<file path="src/rtl/assert_macros.svh">
// Assertion macros for the set-associative tag store.
// No dependencies; included by the RTL files that carry assertions.
`ifndef ASSERT_MACROS_SVH
`define ASSERT_MACROS_SVH

`ifndef SYNTH
// Clocked on clk_i, disabled while rst_ni is low.
`define SATS_ASSERT(name, prop, msg) \
  name: assert property (@(posedge clk_i) disable iff (!rst_ni) prop) else $error(msg);
// Clocked on clk_i, also checked during reset.
`define SATS_ASSERT_RST(name, prop, msg) \
  name: assert property (@(posedge clk_i) prop) else $error(msg);
`else
`define SATS_ASSERT(name, prop, msg)
`define SATS_ASSERT_RST(name, prop, msg)
`endif

`endif

</file>
<file path="src/rtl/sats_pkg.sv">
// Shared types and constants of the set-associative tag store.
// No dependencies.
`default_nettype none

package sats_pkg;

  localparam int SATS_MAX_SET_BITS = 6;
  localparam int SATS_WAYS         = 8;

  // Command codes
  typedef enum logic [1:0] {
    CMD_LOOKUP = 2'd0,
    CMD_FILL   = 2'd1,
    CMD_INVAL  = 2'd2,
    CMD_NONE   = 2'd3
  } cmd_e;

  // Coherence codes used by the logic
  localparam logic [1:0] COH_INVALID  = 2'd0;
  localparam logic [1:0] COH_MODIFIED = 2'd3;

  // Configuration register indexes (word address)
  localparam logic [1:0] REG_SET_BITS    = 2'd0;
  localparam logic [1:0] REG_OFFSET_BITS = 2'd1;
  localparam logic [1:0] REG_WAYS_IN_USE = 2'd2;

  // Reset values of the configuration registers
  localparam logic [2:0] RST_SET_BITS    = 3'd6;
  localparam logic [3:0] RST_OFFSET_BITS = 4'd6;
  localparam logic [3:0] RST_WAYS_IN_USE = 4'd8;

  typedef struct packed {
    logic [2:0] set_bits;
    logic [3:0] offset_bits;
    logic [3:0] ways_in_use;
  } cfg_t;

  // One way of one set
  typedef struct packed {
    logic [31:0] tag;
    logic        valid;
    logic        dirty;
    logic [1:0]  coh;
    logic [31:0] stamp;
  } line_t;

  // Verdict of the shared way compare unit
  typedef struct packed {
    logic match;    // valid and tag equal
    logic replace;  // better replacement candidate
  } way_res_t;

endpackage

`default_nettype wire

</file>
<file path="src/rtl/sats_way_unit.sv">
// Shared way compare unit: tag match and LRU candidate test for one way.
// Depends on sats_pkg.
`default_nettype none

module sats_way_unit
  import sats_pkg::*;
(
  input  wire line_t       line_i,
  input  wire logic [31:0] tag_i,
  input  wire logic [31:0] best_time_i,
  input  wire logic        first_i,
  output way_res_t         res_o
);

  // Hit test, and replacement: first way, an invalid way, or a strictly older stamp
  assign res_o.match   = line_i.valid && (line_i.tag == tag_i);
  assign res_o.replace = first_i || !line_i.valid || (line_i.stamp < best_time_i);

endmodule

`default_nettype wire

</file>
<file path="config.mk">
export PLATFORM = sky130hd
export DESIGN_NAME = sats_way_unit
export DESIGN_NICKNAME = d
export VERILOG_FILES = /design/src/rtl/assert_macros.svh /design/src/rtl/sats_pkg.sv /design/src/rtl/sats_way_unit.sv
export SDC_FILE = /design/constraint.sdc
export NUM_CORES = 1
export LEC_CHECK = 0
export ABC_CLOCK_PERIOD_IN_PS = 2500
export BUFFER_PORTS_ARGS = -buffer_cell sky130_fd_sc_hd__buf_2
export CORE_UTILIZATION = 35
export DETAILED_ROUTE_END_ITERATION = 16
export PLACE_DENSITY = 0.85
export SLEW_MARGIN = 10
export SYNTH_ARGS = -nofsm -noshare
export SYNTH_HDL_FRONTEND = slang
export SYNTH_SLANG_ARGS = --single-unit
</file>
<file path="constraint.sdc">
create_clock -name vclk -period 2.5
set_clock_uncertainty 0.05 [all_clocks]
set_input_delay 0.25 -clock vclk [all_inputs]
set_output_delay 0.25 -clock vclk [all_outputs]
set_load 0.01 [all_outputs]
</file>
# == Yosys cells after proc, flatten, opt, wreduce, memory -nomap -nowiden ==
# Cells that the tools add are included.
# totals
ff_bits,0
input_bits,133
elab_cells,6
output_inout_bits,2
# op_classes
reduce_logical,4
n_lt_le_gt_ge,1
eq_ne,1
# op_table
cell,n
$eq 32x32->1,1
$lt 32x32->1,1
$logic_or 1x1->1,2
$logic_and 1x1->1,1
$logic_not 1->1,1

# == Depth between registers and ports, before layout ==
# logic_depth
word_depth,3
mapped_depth,8
mapped_depth_nobuf,8

# == Worst setup path before layout ==
# No wires, ideal clock.
# synth_timing
kind,input -> output
startpoint,in best_time_i[3]
endpoint,out res_o[0] (netlist name)
slack_ns,0.516
arrival_ns,1.684
path_buffers,0
required_time_ns,2.200
stages,8
cell_sequence,inv_1 ha_1 o21a_1 nor2_1 o31a_1 o31ai_1 a21oi_1 o41a_1
# synth_rtl
item,line_no,text
from (decl),sats_way_unit.sv:10,"input wire logic [31:0] best_time_i,"
to (decl),sats_way_unit.sv:12,output way_res_t res_o

==> impl_metrics.csv <==
group,metric,value,unit
routing,met3WireLength,355,um
final_layout,nClkBuffers,0,
final_layout,layout_commonest_cell,"buf_2",
die,coreArea,3050,um2
final_layout,drive_gt1_frac,0.462,
routing,wl_met1,1080,um
worst_hold_path,hold_class,"in2out",
routing,drc,0,
synthesis,yosysWarnings,0,
routing,via_per_inst,4.63,
power,p_leak,1.17,nW
global_routing,grt_max_degree,4,
final_layout,nFillCells,302,
sta,tightestPinTransition,413,ps
die,io_pins,135,
die,placement_rows,20,
die,dieHeight,58.8,um
worst_setup_path,worstPathMaxFanout,1,
sta,clock.fmax,434,MHz
sta,hold_viol,0,
worst_setup_path,worstPathRequired,2200,ps
clocking,cts.repair.resized,0,
clocking,cts_setup_buffers,0,
synthesis,postSynthCellCount,154,
final_layout,final_cell_mix,"buf_2 (132), inv_1 (32), ha_1 (31)",
worst_setup_path,crit_path_start_kind,"input pin",
synthesis,ys_seq_area_frac,0,
job,maxCapViolCount,0,
sta,relSlewSlack,0.718,
global_routing,overflow,0,
die,die-area,3460,um2
global_routing,grt_use_total,0.171,
power,peakVddDrop,77.2,uV
worst_setup_path,crit_arrival,2000,ps
final_layout,flops_and_latches,0,
routing,vias,1529,
placed_design,dp_hpwl,3030,um
synthesis,synth.avg_cell_area,7.34,um2
sta,min_period,2300,ps
outcome,status,"completed",
sta,period_share,0.922,
final_layout,diodes,0,
die,die_w,58.8,um
sta,hold_slack,803,ps
die,start_util,0.370,
worst_setup_path,cp-end-kind,"output pin",
global_routing,grt_pass1_wl,4800,um
sta,fin_setup_tns,0,ps
clocking,holdBufCountCts,0,
synthesis,synth_cell_types,24,
sta,slew_viol_final,0,
power,powerDensity,139,nW/um2
global_routing,antenna_found_initial,0,
routing,finalWirelength,3090,um
routing,dr.first_iter.drc_count,24,
global_routing,grt_pass1_vias,1369,
routing,highest_layer,"met3",
routing,wl_met2,1650,um
final_layout,seqCellArea,0,um2
sta,setup_viol,0,
placed_design,portBuffers,132,
worst_setup_path,crit_type,"in2out",
sta,grt_setup_unrepaired,"false",
synthesis,syn_area,1130,um2
placed_design,gp_congestion,0.712,
final_layout,nNetsFinal,452,
routing,post_drt_wl_per_cell,9.36,um
routing,drtPass1Iterations,4,
synthesis,syn_nets,318,
final_layout,syn_to_final_growth,63.3,%
routing,ant_nets,0,
==> worst paths after layout <==
kind	start	slack, ps	cells after the start	endpoint
max	best_time_i[3]	200	10	res_o[0]
min	line_i[35]	800	4	res_o[1]
==> metal layers <==
metal	GRT usage	up-vias
li1	-	796
met1	0.171	657
met2	0.370	76
met3	0.0374	0
met4	0	0
met5	0	-
==> critical path: stages <==
cell     delay [ps]
buf_2            80
inv_1            30
ha_1            270
o21a_1          110
nor2_1           40
o31a_1          290
o31ai_1         290
a21oi_1         110
o41a_1          390
buf_2           150
==> per-stage QoR <==
stage,util,setup WS [ps],power [W],cell area [um2],cells
final,0.605,196,0.000257,1850,330
after global routing,0.605,71.2,0.000299,1850,330
after CTS,0.605,164,0.000261,1850,330
after detailed placement,0.605,168,0.000260,1850,330
after global placement,0.605,217,0.000253,1850,330
after floorplan,-,516,0.000126,1130,154
==> layout make-up <==
class                      instances  area (um2)  area share
multi-input combinational        122        1010       0.547
timing repair buffer             132         661       0.358
inverter                          32         120      0.0651
tap                               44        55.1      0.0298
==> power breakdown <==
part | switching (W) | total [W] | internal, W
Sequential | 0 | 0 | 0
Clock | 0 | 0 | 0
Combinational | 0.000109 | 0.000257 | 0.000148
Total | 0.000109 | 0.000257 | 0.000148
==> cell families (layout without fill, tap and decap cells) <==
logic type,after synthesis,in the layout,share of synthesized area
compound gates,27,27,0.155
xor+xnor,31,31,0.240
fa+ha+maj,31,31,0.343
buf+inv,32,164,0.106
simple gates,33,33,0.155
==> synth_stat cells <==
master	instances	area share
o31a_1	1	0.0078
nand4_1	4	0.022
and4_1	1	0.0078
nor3_1	2	0.0089
a21oi_1	10	0.044
nand4b_1	1	0.0078
o31ai_1	1	0.0066
a2111oi_0	1	0.0078
a221oi_1	1	0.0078
inv_1	32	0.11
o21a_1	1	0.0066
nand2_1	8	0.027
nand3b_1	1	0.0066
a211oi_1	2	0.013
nand2b_1	1	0.0055
nand3_1	4	0.018
o21ai_0	4	0.018
xor2_1	28	0.22
a21o_1	5	0.033
nor4_1	7	0.039
ha_1	31	0.34
nor2_1	4	0.013
o41a_1	1	0.010
xnor2_1	3	0.023
(Power assumes the default switching activity.)
