File: src/rtl/assert_macros.svh
// Assertion macros for the set-associative tag store.
// No dependencies; included by the RTL files that carry assertions.
`ifndef ASSERT_MACROS_SVH
`define ASSERT_MACROS_SVH

`ifndef SYNTH
// Clocked on clk_i, disabled while rst_ni is low.
`define SATS_ASSERT(name, prop, msg) \
  name: assert property (@(posedge clk_i) disable iff (!rst_ni) prop) else $error(msg);
// Clocked on clk_i, also checked during reset.
`define SATS_ASSERT_RST(name, prop, msg) \
  name: assert property (@(posedge clk_i) prop) else $error(msg);
`else
`define SATS_ASSERT(name, prop, msg)
`define SATS_ASSERT_RST(name, prop, msg)
`endif

`endif

File: src/rtl/sats_pkg.sv
// Shared types and constants of the set-associative tag store.
// No dependencies.
`default_nettype none

package sats_pkg;

  localparam int SATS_MAX_SET_BITS = 6;
  localparam int SATS_WAYS         = 8;

  // Command codes
  typedef enum logic [1:0] {
    CMD_LOOKUP = 2'd0,
    CMD_FILL   = 2'd1,
    CMD_INVAL  = 2'd2,
    CMD_NONE   = 2'd3
  } cmd_e;

  // Coherence codes used by the logic
  localparam logic [1:0] COH_INVALID  = 2'd0;
  localparam logic [1:0] COH_MODIFIED = 2'd3;

  // Configuration register indexes (word address)
  localparam logic [1:0] REG_SET_BITS    = 2'd0;
  localparam logic [1:0] REG_OFFSET_BITS = 2'd1;
  localparam logic [1:0] REG_WAYS_IN_USE = 2'd2;

  // Reset values of the configuration registers
  localparam logic [2:0] RST_SET_BITS    = 3'd6;
  localparam logic [3:0] RST_OFFSET_BITS = 4'd6;
  localparam logic [3:0] RST_WAYS_IN_USE = 4'd8;

  typedef struct packed {
    logic [2:0] set_bits;
    logic [3:0] offset_bits;
    logic [3:0] ways_in_use;
  } cfg_t;

  // One way of one set
  typedef struct packed {
    logic [31:0] tag;
    logic        valid;
    logic        dirty;
    logic [1:0]  coh;
    logic [31:0] stamp;
  } line_t;

  // Verdict of the shared way compare unit
  typedef struct packed {
    logic match;    // valid and tag equal
    logic replace;  // better replacement candidate
  } way_res_t;

endpackage

`default_nettype wire

File: src/rtl/sats_cfg_regs.sv
// APB-style configuration registers of the tag store.
// Depends on sats_pkg.
`default_nettype none

module sats_cfg_regs
  import sats_pkg::*;
(
  input  wire logic        clk_i,
  input  wire logic        rst_ni,
  input  wire logic        psel,
  input  wire logic        penable,
  input  wire logic        pwrite,
  input  wire logic [3:0]  paddr,
  input  wire logic [31:0] pwdata,
  output logic [31:0]      prdata,
  output logic             pready,
  output cfg_t             cfg_o
);

  cfg_t       cfg_q;
  logic       wr_en;
  logic [1:0] reg_idx;

  assign pready  = 1'b1;
  assign reg_idx = paddr[3:2];
  assign wr_en   = psel && penable && pwrite && pready;
  assign cfg_o   = cfg_q;

  // Register writes on the access phase
  always_ff @(posedge clk_i or negedge rst_ni) begin
    if (!rst_ni) begin
      cfg_q.set_bits    <= RST_SET_BITS;
      cfg_q.offset_bits <= RST_OFFSET_BITS;
      cfg_q.ways_in_use <= RST_WAYS_IN_USE;
    end else if (wr_en) begin
      unique case (reg_idx)
        REG_SET_BITS:    cfg_q.set_bits    <= pwdata[2:0];
        REG_OFFSET_BITS: cfg_q.offset_bits <= pwdata[3:0];
        REG_WAYS_IN_USE: cfg_q.ways_in_use <= pwdata[3:0];
        default: ;
      endcase
    end
  end

  // Read back
  always_comb begin
    unique case (reg_idx)
      REG_SET_BITS:    prdata = {29'd0, cfg_q.set_bits};
      REG_OFFSET_BITS: prdata = {28'd0, cfg_q.offset_bits};
      REG_WAYS_IN_USE: prdata = {28'd0, cfg_q.ways_in_use};
      default:         prdata = 32'd0;
    endcase
  end

endmodule

`default_nettype wire

File: config.mk
export PLATFORM = sky130hd
export DESIGN_NAME = sats_cfg_regs
export DESIGN_NICKNAME = d
export VERILOG_FILES = /design/src/rtl/assert_macros.svh /design/src/rtl/sats_pkg.sv /design/src/rtl/sats_cfg_regs.sv
export SDC_FILE = /design/constraint.sdc
export NUM_CORES = 1
export LEC_CHECK = 0
export BUFFER_PORTS_ARGS = -buffer_cell sky130_fd_sc_hd__buf_2
export CORE_MARGIN = 5
export CORE_UTILIZATION = 36
export DETAILED_ROUTE_END_ITERATION = 10
export PLACE_DENSITY_LB_ADDON = 0.1
export SYNTH_ARGS = -nofsm -noshare
export SYNTH_HDL_FRONTEND = slang
export SYNTH_SLANG_ARGS = --single-unit
export TNS_END_PERCENT = 5
File: constraint.sdc
create_clock -name clk_i -period 1.5 [get_ports clk_i]
set_clock_uncertainty 0.2 [all_clocks]
set_input_delay 0.15 -clock clk_i [delete_from_list [all_inputs] [get_ports clk_i]]
set_output_delay 0.15 -clock clk_i [all_outputs]
set_load 0.01 [all_outputs]
# [After elaboration in Yosys (flattened, before gate mapping)]
# Index checks and enable logic that the tools add are counted.
[totals] reg_bits=11 inputBits=41 word_cells=12
[classes] eq_ne=2 muxes=1 reduce_logical=6
[op_table] cell="$pmux 4 s3" n=1
[op_table] cell="$reduce_and 2->1" n=3
[op_table] cell="$eq 2x1->1 const B" n=1
[op_table] cell="$eq 2x2->1 const B" n=1
[op_table] cell="$logic_and 1x1->1" n=2
[op_table] cell="$logic_not 2->1" n=1

# [Depth between registers and ports, before layout]
# Gate-level depths: netlist of the first run.
[logic_depth] ltp_word=3 mapped_depth=4 depth_no_buf=3

# [Worst setup path before layout of the first run]
# Ideal clock, no wire load.
[synth_timing] path_kind="in2reg" start="in pwrite" end="reg cfg_q (netlist bit cfg_o[4])" setup_ps=125 t_arrival_ps=1004 required_time_ps=1175 path_slack_ps=171 cell_stages=3 n_path_buf=0 path_cell_list="nand3_1 > or3b_4 > mux2_4"
[synth_via] elab_chain_len=2
[synth_lines] element="start, declared" line="sats_cfg_regs.sv:12" text="input wire logic pwrite,"
[synth_lines] element="$logic_and 1x1->1" line="sats_cfg_regs.sv:26" text="assign wr_en = psel && penable && pwrite && pready;"
[synth_lines] element="$reduce_and 2->1 (no line)"
[synth_lines] element="end, declared" line="sats_cfg_regs.sv:20" text="cfg_t cfg_q;"
# No other way between the ends.
# A chain may end at the register's enable or synchronous reset.

# [Worst setup path after layout of the first run]
[layout_timing] start="reg cfg_q (netlist bit cfg_o[5])" end="out prdata[1]"
[layout_via] elab_chain_len=1
[layout_lines] element="$pmux 4 s3" line="sats_cfg_regs.sv:47" text="unique case (reg_idx)"
[layout_lines] element="end, declared" line="sats_cfg_regs.sv:15" text="output logic [31:0] prdata,"
# No other way between the ends.

==> impl_metrics.csv, run 1 <==
group,metric,value,unit
setup_path,startpoint_type,"flip-flop",
route,drt_iter0_drc,2,
route,wl_met3,196,microns
synth,yosysSeqAreaShare,36.95,%
setup_path,crit_arrival,1.15,ns
floorplan,rows,16,
pwr,leakagePower,0.4981,nW
setup_path,ff2ff_setup_slack,0.48,ns
route,drc,0,
clock_tree,cts_sinks,11,
clock_tree,cts-root-buf,"clkbuf_4",
global_route,grt_pass1_wl,2.539,mm
run_status,run_status,"finished, violations left",
cells_and_area,nets,150,
route,drtPass1Iterations,2,
floorplan,die_w,56.01,microns
min_path,min-delay-path-class,"primary input to asynchronous set/reset pin",
sta,setup-violations-final,1,
global_route,antenna_found_initial,0,
placed_design,portBuffers,25,
route,num_vias,540,
synth,yosys.area_share.adder,0,%
synth,yosys_warnings,0,
synth,synth_top_area_share,29.56,%
clock_tree,tritoncts,"done",
sta,slew_violations,0,
route,highest_layer,"met4",
pwr,ir_drop,0.6443,mV
clock_tree,cts-htree-levels,1,
route,avgViaCountPerCell,4.000,
synth,synth_top_family_by_area,"buffers and inverters",
pwr,p_per_area,1073,mW/mm^2
cells_and_area,drive_gt1_share,48.15,%
synth,ys_ff_latch,11,
synth,synth_cell_types,14,
sta,rsz0062_at_grt,"yes",
run_status,violations,"negative setup slack",
cells_and_area,antenna_cells,0,
setup_path,timing.rr.start,"cfg_o[6]$_DFFE_PN1P_",
setup_path,cp-end-kind,"primary output",
cells_and_area,largest_register_ffs,11,
route,post_drt_wl_per_cell,11.53,microns
floorplan,ioPinCount,85,
setup_path,required,1.15,ns
cells_and_area,area_growth,20.53,%
sta,fmax,0.6665,GHz
setup_path,worstReg2RegEnd,"cfg_o[6]$_DFFE_PN1P_",
sta,finalWorstSetupSlack,-0.0003865,ns
synth,ys_top_cells_by_area,"buf_4 (30%), dfrtp_1 (20%), dfstp_2 (17%), mux2_2 (10%), mux2_4 (7.9%)",
synth,synth_compound_area_share,2.627,%
route,wl_met2,728,microns
floorplan,fp.dieH,56.01,microns
synth,yosys.area.top_type,"buf_4",
route,drtAntennaViolNets,0,
route,wirelength,1.557,mm
route,wl_met1,615,microns
clock_tree,cts_buffers,3,
sta,hold_viol_final,0,
floorplan,core_area,0.001982,sq mm
synth,yosys.area_share.simple,7.718,%
clock_tree,clkTransAtPathRegs,0.07,ns
setup_path,crit_fanout,3,
synth,syn_inst,71,
floorplan,die_area,0.003137,sq mm
global_route,grt_max_degree,12,
synth,synth.avg_cell_area,10.73,sq um
synth,synth_area,762.0,sq um
cells_and_area,postLayoutCellArea,918.4,sq um
sta,post-route-period-util,100.0,%
setup_path,r2r_cells,2,
pwr,total_power,0.9858,mW
cells_and_area,final_common_cell,"conb_1",
flow_run,cap_viol_max_count,0,
clock_tree,clk_latency,0.27,ns
cells_and_area,layout_common_cells,"conb_1 (29), buf_2 (25), mux2_2 (7), dfrtp_1 (6), buf_4 (6)",
synth,synth_xor_area_share,0,%
global_route,grt_pass1_vias,565,
global_route,overflow,0,
placed_design,dpl_cell_area,834.6,sq um
sta,finalCriticalPeriod,1.500,ns
placed_design,place_congestion,0.6655,
setup_path,criticalPathCategory,"flip-flop to primary output",
global_route,groute.usage.overall,10.11,%
synth,muxShareOfSynthArea,22.17,%
floorplan,start_util,38.45,%
clock_tree,clockBufferDepth,2,
placed_design,dp_hpwl,1.250,mm
==> worst max-delay path, stage by stage, from the launching register on <==
cell and delay (ns):
dfstp_2 0.55, mux2i_1 0.07, o21ai_1 0.12, buf_2 0.15
==> worst max path at each step <==
stage	startpoint	endpoint	slack [ns]	cells after the start
CTS	cfg_o[5]$_DFFE_PN1P_	prdata[1]	-0.005	3
global route	cfg_o[5]$_DFFE_PN1P_	prdata[1]	-0.07	3
finish	cfg_o[5]$_DFFE_PN1P_	prdata[1]	-0.0004	3
global placement	pwrite	cfg_o[7]$_DFFE_PN0P_	0.04	4
floorplan	pwrite	cfg_o[4]$_DFFE_PN0P_	0.17	3
detailed placement	pwrite	cfg_o[7]$_DFFE_PN0P_	0.02	4
==> report_power, final <==
part | total, mW | internal, mW | switching [mW]
Combinational | 0.339 | 0.171 | 0.168
Sequential | 0.440 | 0.389 | 0.0502
Clock | 0.207 | 0.103 | 0.104
Total | 0.986 | 0.663 | 0.323
==> synthesized netlist by cell type, drive strengths merged <==
cell   number
dfstp       5
or3b        1
nand3       1
nor3        1
mux2i       3
dfrtp       6
nor3b       1
nor2b       1
buf        30
mux2       11
o21ai       4
conb        2
nand2       5
==> repair_timing <==
| action | in CTS | in global routing |
|---|---|---|
| hold endpoints to repair | 22 | 0 |
| setup endpoints to repair | 2 | 2 |
| hold buffers | 5 | 0 |
| resized for setup | 2 | 0 |
| buffers inserted | 1 | 0 |
==> per-stage QoR <==
stage / worst slack (ns) / instances / hold WS (ns) / utilization [%] / setup TNS (ns)
3_5_place_dp: 0.01612 / 125 / -0.1611 / 42.11 / 0
6_report: -0.0003865 / 135 / 0.06541 / 46.34 / -0.0003865
3_3_place_gp: 0.03547 / 125 / -0.1623 / 42.11 / 0
4_1_cts: -0.005317 / 135 / 0.07203 / 46.34 / -0.006761
5_1_grt: -0.06683 / 135 / 0.07594 / 46.34 / -0.1089
2_1_floorplan: 0.1710 / 98 / -0.3456 / - / 0
==> cell type report <==
class / instances / area [sq um]
flip-flops and latches: 11 / 281.5
repair buffers: 36 / 220.2
well taps: 27 / 33.78
multi-input cells: 57 / 356.6
fillers: 207 / 1064
clock buffers: 4 / 26.28
==> routing by layer <==
metal | up-vias | track usage, %
met5 | - | 0
met4 | 0 | 4.068
met3 | 2 | 3.248
met2 | 36 | 16.53
met1 | 251 | 12.17
li1 | 251 | -
==> cells by family after synthesis <==
| group | Yosys count |
|---|---|
| flip-flops | 11 |
| AND/OR/NAND/NOR | 10 |
| multiplexers | 14 |
| other | 2 |
| buffers and inverters | 30 |
| AO/OA/AOI/OAI | 4 |
(Power assumes the default switching activity.)
==> run 2: changes to the inputs <==
--- a/config.mk
+++ b/config.mk
@@ -8,8 +8,10 @@
 export BUFFER_PORTS_ARGS = -buffer_cell sky130_fd_sc_hd__buf_2
 export CORE_MARGIN = 5
 export CORE_UTILIZATION = 36
+export CTS_BUF_LIST = sky130_fd_sc_hd__clkbuf_4 sky130_fd_sc_hd__clkbuf_8 sky130_fd_sc_hd__clkbuf_16
 export DETAILED_ROUTE_END_ITERATION = 10
 export PLACE_DENSITY_LB_ADDON = 0.1
+export SKIP_CTS_REPAIR_TIMING = 1
 export SYNTH_ARGS = -nofsm -noshare
 export SYNTH_HDL_FRONTEND = slang
 export SYNTH_SLANG_ARGS = --single-unit
==> run 2 against run 1 <==
- the run still ends with negative setup slack left
- cell area rose by 0.41%
- sequential power barely moved
- die area did not move
- maximum frequency fell by 0.27%
- core utilization rose by 0.19 points
- critical path depth did not move
- highest routed layer unchanged
- final cell count did not move
- non-clock buffer count did not move
- global-route usage fell by 0.33 points
- largest cell class unchanged
- hold slack improved by 0.00093 ns
- largest power group unchanged
- setup slack got worse by 0.0040 ns
- wire length fell by 0.58%
==> impl_metrics.csv, run 2 (synthesis gave the netlist of run 1 again) <==
group,metric,value,unit
placed_design,portBuffers,25,
sta,finalWorstSetupSlack,-0.004405,ns
sta,finalCriticalPeriod,1.504,ns
route,drtPass1Iterations,2,
global_route,grt_max_degree,12,
cells_and_area,postLayoutCellArea,922.1,sq um
setup_path,criticalPathCategory,"flip-flop to primary output",
cells_and_area,nets,150,
floorplan,die_w,56.01,microns
flow_run,cap_viol_max_count,0,
placed_design,place_congestion,0.6655,
setup_path,startpoint_type,"flip-flop",
placed_design,dp_hpwl,1.250,mm
min_path,min-delay-path-class,"primary input to asynchronous set/reset pin",
cells_and_area,fillers,205,
global_route,grt_pass1_vias,538,
clock_tree,clk_latency,0.27,ns
setup_path,required,1.15,ns
global_route,groute.usage.overall,9.781,%
floorplan,core_area,0.001982,sq mm
run_status,violations,"negative setup slack",
sta,setup-violations-final,2,
sta,slew_violations,0,
global_route,overflow,0,
pwr,leakagePower,0.5015,nW
pwr,p_per_area,1087,mW/mm^2
cells_and_area,antenna_cells,0,
route,drtAntennaViolNets,0,
floorplan,fp.dieH,56.01,microns
clock_tree,clockBufferDepth,2,
route,drt_iter0_drc,2,
clock_tree,clkTransAtPathRegs,0.07,ns
setup_path,cp-end-kind,"primary output",
cells_and_area,area_growth,21.02,%
setup_path,crit_fanout,3,
route,drc,0,
clock_tree,cts-root-buf,"clkbuf_4",
sta,whs,0.06635,ns
route,num_vias,535,
placed_design,place_ws,0.01612,ns
clock_tree,tritoncts,"done",
pwr,ir_drop,0.7339,mV
global_route,grt_pass1_wl,2.415,mm
sta,post-route-period-util,100.3,%
sta,rsz0062_at_grt,"yes",
floorplan,ioPinCount,85,
floorplan,start_util,38.45,%
clock_tree,cts_sinks,11,
floorplan,rows,16,
route,wirelength,1.548,mm
placed_design,dpl_cell_area,834.6,sq um
sta,hold_viol_final,0,
route,post_drt_wl_per_cell,11.47,microns
floorplan,die_area,0.003137,sq mm
global_route,antenna_found_initial,0,
cells_and_area,drive_gt1_share,49.07,%
setup_path,crit_arrival,1.15,ns
run_status,run_status,"finished, violations left",
route,avgViaCountPerCell,3.963,
clock_tree,cts_buffers,3,
cells_and_area,layout_common_cells,"conb_1 (29), buf_2 (25), mux2_2 (7), dfrtp_1 (6), buf_4 (6)",
sta,fmax,0.6647,GHz
cells_and_area,final_common_cell,"conb_1",
sta,fin_setup_tns,-0.006511,ns
clock_tree,cts-htree-levels,1,
cells_and_area,largest_register_ffs,11,
## run 2: cell counts in the layout (fill, tap and decap cells not counted)
No cell type changed its count.
## run 2: power by group
part / switching [mW] / total [mW] / internal (mW)
Combinational: 0.166 / 0.337 / 0.170
Clock: 0.103 / 0.224 / 0.121
Sequential: 0.0517 / 0.441 / 0.390
Total: 0.321 / 1.00 / 0.681
## run 2: final timing paths
kind	cells past startpoint	start	slack, ns	endpoint
worst max-delay path	3	cfg_o[6]$_DFFE_PN1P_	-0.004	prdata[2]
worst min-delay path	2	rst_ni	0.07	cfg_o[2]$_DFFE_PN0P_
worst max register to register	1	cfg_o[4]$_DFFE_PN0P_	0.54	cfg_o[4]$_DFFE_PN0P_
worst min register to register	1	cfg_o[2]$_DFFE_PN0P_	0.34	cfg_o[2]$_DFFE_PN0P_
max in group asynchronous	2	rst_ni	0.77	cfg_o[3]$_DFFE_PN1P_
min in group clk_i	3	paddr[3]	0.22	cfg_o[4]$_DFFE_PN0P_
## run 2: per-stage QoR
step                cells  power, mW  utilization, %
floorplan              98     0.6848               -
global placement      125     0.7606           42.11
detailed placement    125     0.7666           42.11
CTS                   129     0.9998           43.62
global route          135      1.082           46.53
finish                135      1.002           46.53
## run 2: worst max-delay path, cell delays in order, from the launching register on
cell and delay (ns):
dfstp_2 0.55, mux2i_1 0.07, o21ai_1 0.12, buf_2 0.15
## run 2: layout make-up
class | count | area [sq um] | area share, %
Tap cell | 27 | 33.78 | 3.664
Timing Repair Buffer | 36 | 220.2 | 23.88
Multi-Input combinational cell | 57 | 356.6 | 38.67
Sequential cell | 11 | 281.5 | 30.53
Clock buffer | 4 | 30.03 | 3.256
## run 2: per-layer routing
metal	GRT usage (%)	routed length [microns]	vias to the layer above	part of all wire (%)
met5	0	0	-	0
met4	4.068	17	0	1.1
met1	11.89	621	247	40
li1	-	-	250	-
met2	15.69	713	36	46
met3	3.248	195	2	13
==> run 3: changes to the inputs <==
--- a/config.mk
+++ b/config.mk
@@ -7,10 +7,10 @@
 export LEC_CHECK = 0
 export BUFFER_PORTS_ARGS = -buffer_cell sky130_fd_sc_hd__buf_2
 export CORE_MARGIN = 5
-export CORE_UTILIZATION = 36
+export CORE_UTILIZATION = 33
 export CTS_BUF_LIST = sky130_fd_sc_hd__clkbuf_4 sky130_fd_sc_hd__clkbuf_8 sky130_fd_sc_hd__clkbuf_16
 export DETAILED_ROUTE_END_ITERATION = 10
-export PLACE_DENSITY_LB_ADDON = 0.1
+export PLACE_DENSITY = 0.87
 export SKIP_CTS_REPAIR_TIMING = 1
 export SYNTH_ARGS = -nofsm -noshare
 export SYNTH_HDL_FRONTEND = slang
==> constraint.sdc (replaced) <==
create_clock -name clk_i -period 1.7 [get_ports clk_i]
set_clock_uncertainty 0.2 [all_clocks]
set_input_delay 0.17 -clock clk_i [delete_from_list [all_inputs] [get_ports clk_i]]
set_output_delay 0.17 -clock clk_i [all_outputs]
set_load 0.01 [all_outputs]
==> run 3 against run 2 <==
- the run now ends clean
- clock power fell by 12%
- count of clock-buffer cells in the layout did not move
- non-clock buffer count fell by 6
- sequential share of layout area rose by 1.5 points
- combinational power fell by 15%
- hold slack improved by 0.040 ns
- sequential power fell by 12%
- via count fell by 2.1%
- critical endpoint unchanged
- largest power group unchanged
- highest routed layer unchanged
==> impl_metrics.csv, run 3 (synthesis gave the netlist of run 1 again) <==
group,metric,value,unit
pwr,seqPwrFrac,44.5,%
pwr,p_clk_share,22.6,%
floorplan,ioPinCount,85,
cells_and_area,final_common_cell,"conb_1",
run_status,run_status,"finished clean",
setup_path,cp-end-kind,"primary output",
setup_path,crit_fanout,3,
cells_and_area,postLayoutCellArea,878.3,sq um
clock_tree,clockBufferDepth,2,
sta,setup-violations-final,0,
clock_tree,cts-root-buf,"clkbuf_4",
sta,hold_viol_final,0,
placed_design,portBuffers,25,
route,wirelength,1.524,mm
clock_tree,tritoncts,"done",
cells_and_area,drive_gt1_share,46.08,%
route,drtAntennaViolNets,0,
pwr,p_sw_share,32.42,%
global_route,grt_pass1_vias,481,
global_route,grt_max_degree,12,
global_route,grt_pass1_wl,2.125,mm
setup_path,criticalPathCategory,"flip-flop to primary output",
pwr,total_power,0.8743,mW
setup_path,ff2ff_setup_slack,0.72,ns
floorplan,die_area,0.003370,sq mm
cells_and_area,nets,144,
min_path,min-delay-path-class,"primary input to asynchronous set/reset pin",
floorplan,die_w,58.05,microns
route,avgViaCountPerCell,4.031,
pwr,intPower,0.5908,mW
pwr,ir_drop,0.5313,mV
clock_tree,clk_latency,0.27,ns
sta,fmax,0.6193,GHz
cells_and_area,largest_register_ffs,11,
route,num_vias,524,
floorplan,rows,17,
cells_and_area,area_growth,15.27,%
setup_path,crit_arrival,1.24,ns
sta,finalWorstSetupSlack,0.08516,ns
route,drt_iter0_drc,6,
pwr,p_per_area,995.3,mW/mm^2
placed_design,dp_cells,121,
clock_tree,cts_buffers,3,
pwr,leakagePower,0.4701,nW
clock_tree,cts-htree-levels,1,
setup_path,worstReg2RegEnd,"cfg_o[2]$_DFFE_PN0P_",
global_route,antenna_found_initial,0,
setup_path,critPathLaunch,"cfg_o[6]$_DFFE_PN1P_",
route,drtPass1Iterations,3,
setup_path,startpoint_type,"flip-flop",
setup_path,critPathCapture,"prdata[2]",
sta,rsz0062_at_grt,"no",
flow_run,cap_viol_max_count,0,
cells_and_area,layout_common_cells,"conb_1 (29), buf_2 (25), mux2_2 (7), dfrtp_1 (6)",
placed_design,place_ws,0.1519,ns
sta,post-route-period-util,94.99,%
sta,slew_violations,0,
clock_tree,clkTransAtPathRegs,0.07,ns
route,post_drt_wl_per_cell,11.72,microns
global_route,groute.usage.overall,8.237,%
setup_path,required,1.33,ns
sta,fin_setup_tns,0,ns
sta,finalCriticalPeriod,1.615,ns
route,drc,0,
floorplan,start_util,34.45,%
clock_tree,cts_sinks,11,
floorplan,core_area,0.002212,sq mm
placed_design,dpl_cell_area,798.3,sq um
global_route,overflow,0,
placed_design,dp_hpwl,1.235,mm
floorplan,fp.dieH,58.05,microns
sta,relSlewSlack,67.03,%
placed_design,place_congestion,0.6908,
pwr,pwr-share-comb,32.9,%
cells_and_area,layoutNonFillerInstCount,130,
pwr,p_sw,0.2834,mW
setup_path,r2r_cells,1,
sta,tightest_slew,0.4907,ns
setup_path,timing.rr.start,"cfg_o[2]$_DFFE_PN0P_",
cells_and_area,antenna_cells,0,
## run 3: changes by cell type in the layout (fill, tap and decap cells not counted), sizes merged
cell,previous run,this run
buf,31,25
## run 3: power groups by stage
stage	clock network (mW)	logic [mW]	registers (mW)
global route	0.219	0.312	0.399
CTS	0.200	0.282	0.390
detailed placement	0	0.281	0.393
global placement	0	0.273	0.390
floorplan	0	0.185	0.419
finish	0.198	0.288	0.389
## run 3: cell type report
type	instances	area, sq um
clock buffer	4	30.03
fill	229	1334
timing repair buffer	30	175.2
sequential	11	281.5
tap	28	35.03
multi-input combinational	57	356.6
## run 3: worst min path at each step
stage	depth (start not counted)	slack [ns]	to
final	2	0.11	cfg_o[1]$_DFFE_PN0P_
after global placement	1	-0.16	cfg_o[1]$_DFFE_PN0P_
after global routing	2	0.12	cfg_o[1]$_DFFE_PN0P_
after floorplan	0	-0.33	cfg_o[0]$_DFFE_PN0P_
after detailed placement	1	-0.15	cfg_o[1]$_DFFE_PN0P_
after CTS	1	-0.44	cfg_o[1]$_DFFE_PN0P_
## run 3: layer usage
| layer | vias to the layer above | track usage [%] | part of all wire (%) |
|---|---|---|---|
| li1 | 237 | - | - |
| met1 | 241 | 8.931 | 35 |
| met2 | 43 | 15.16 | 50 |
| met3 | 3 | 1.559 | 14 |
| met4 | 0 | 3.974 | 1.4 |
| met5 | - | 0 | 0 |
## run 3: critical path, cell delays in order (launching register included)
cell	delay, ns
dfstp_2	0.56
mux2i_1	0.08
o21ai_0	0.17
buf_2	0.17
## run 3: metrics by stage
step           hold slack (ns)  util (%)
3_3_place_gp           -0.1563     36.09
3_5_place_dp           -0.1489     36.09
6_report                0.1060     39.71
5_1_grt                 0.1204     39.71
2_1_floorplan          -0.3256         -
4_1_cts                -0.4401     37.44
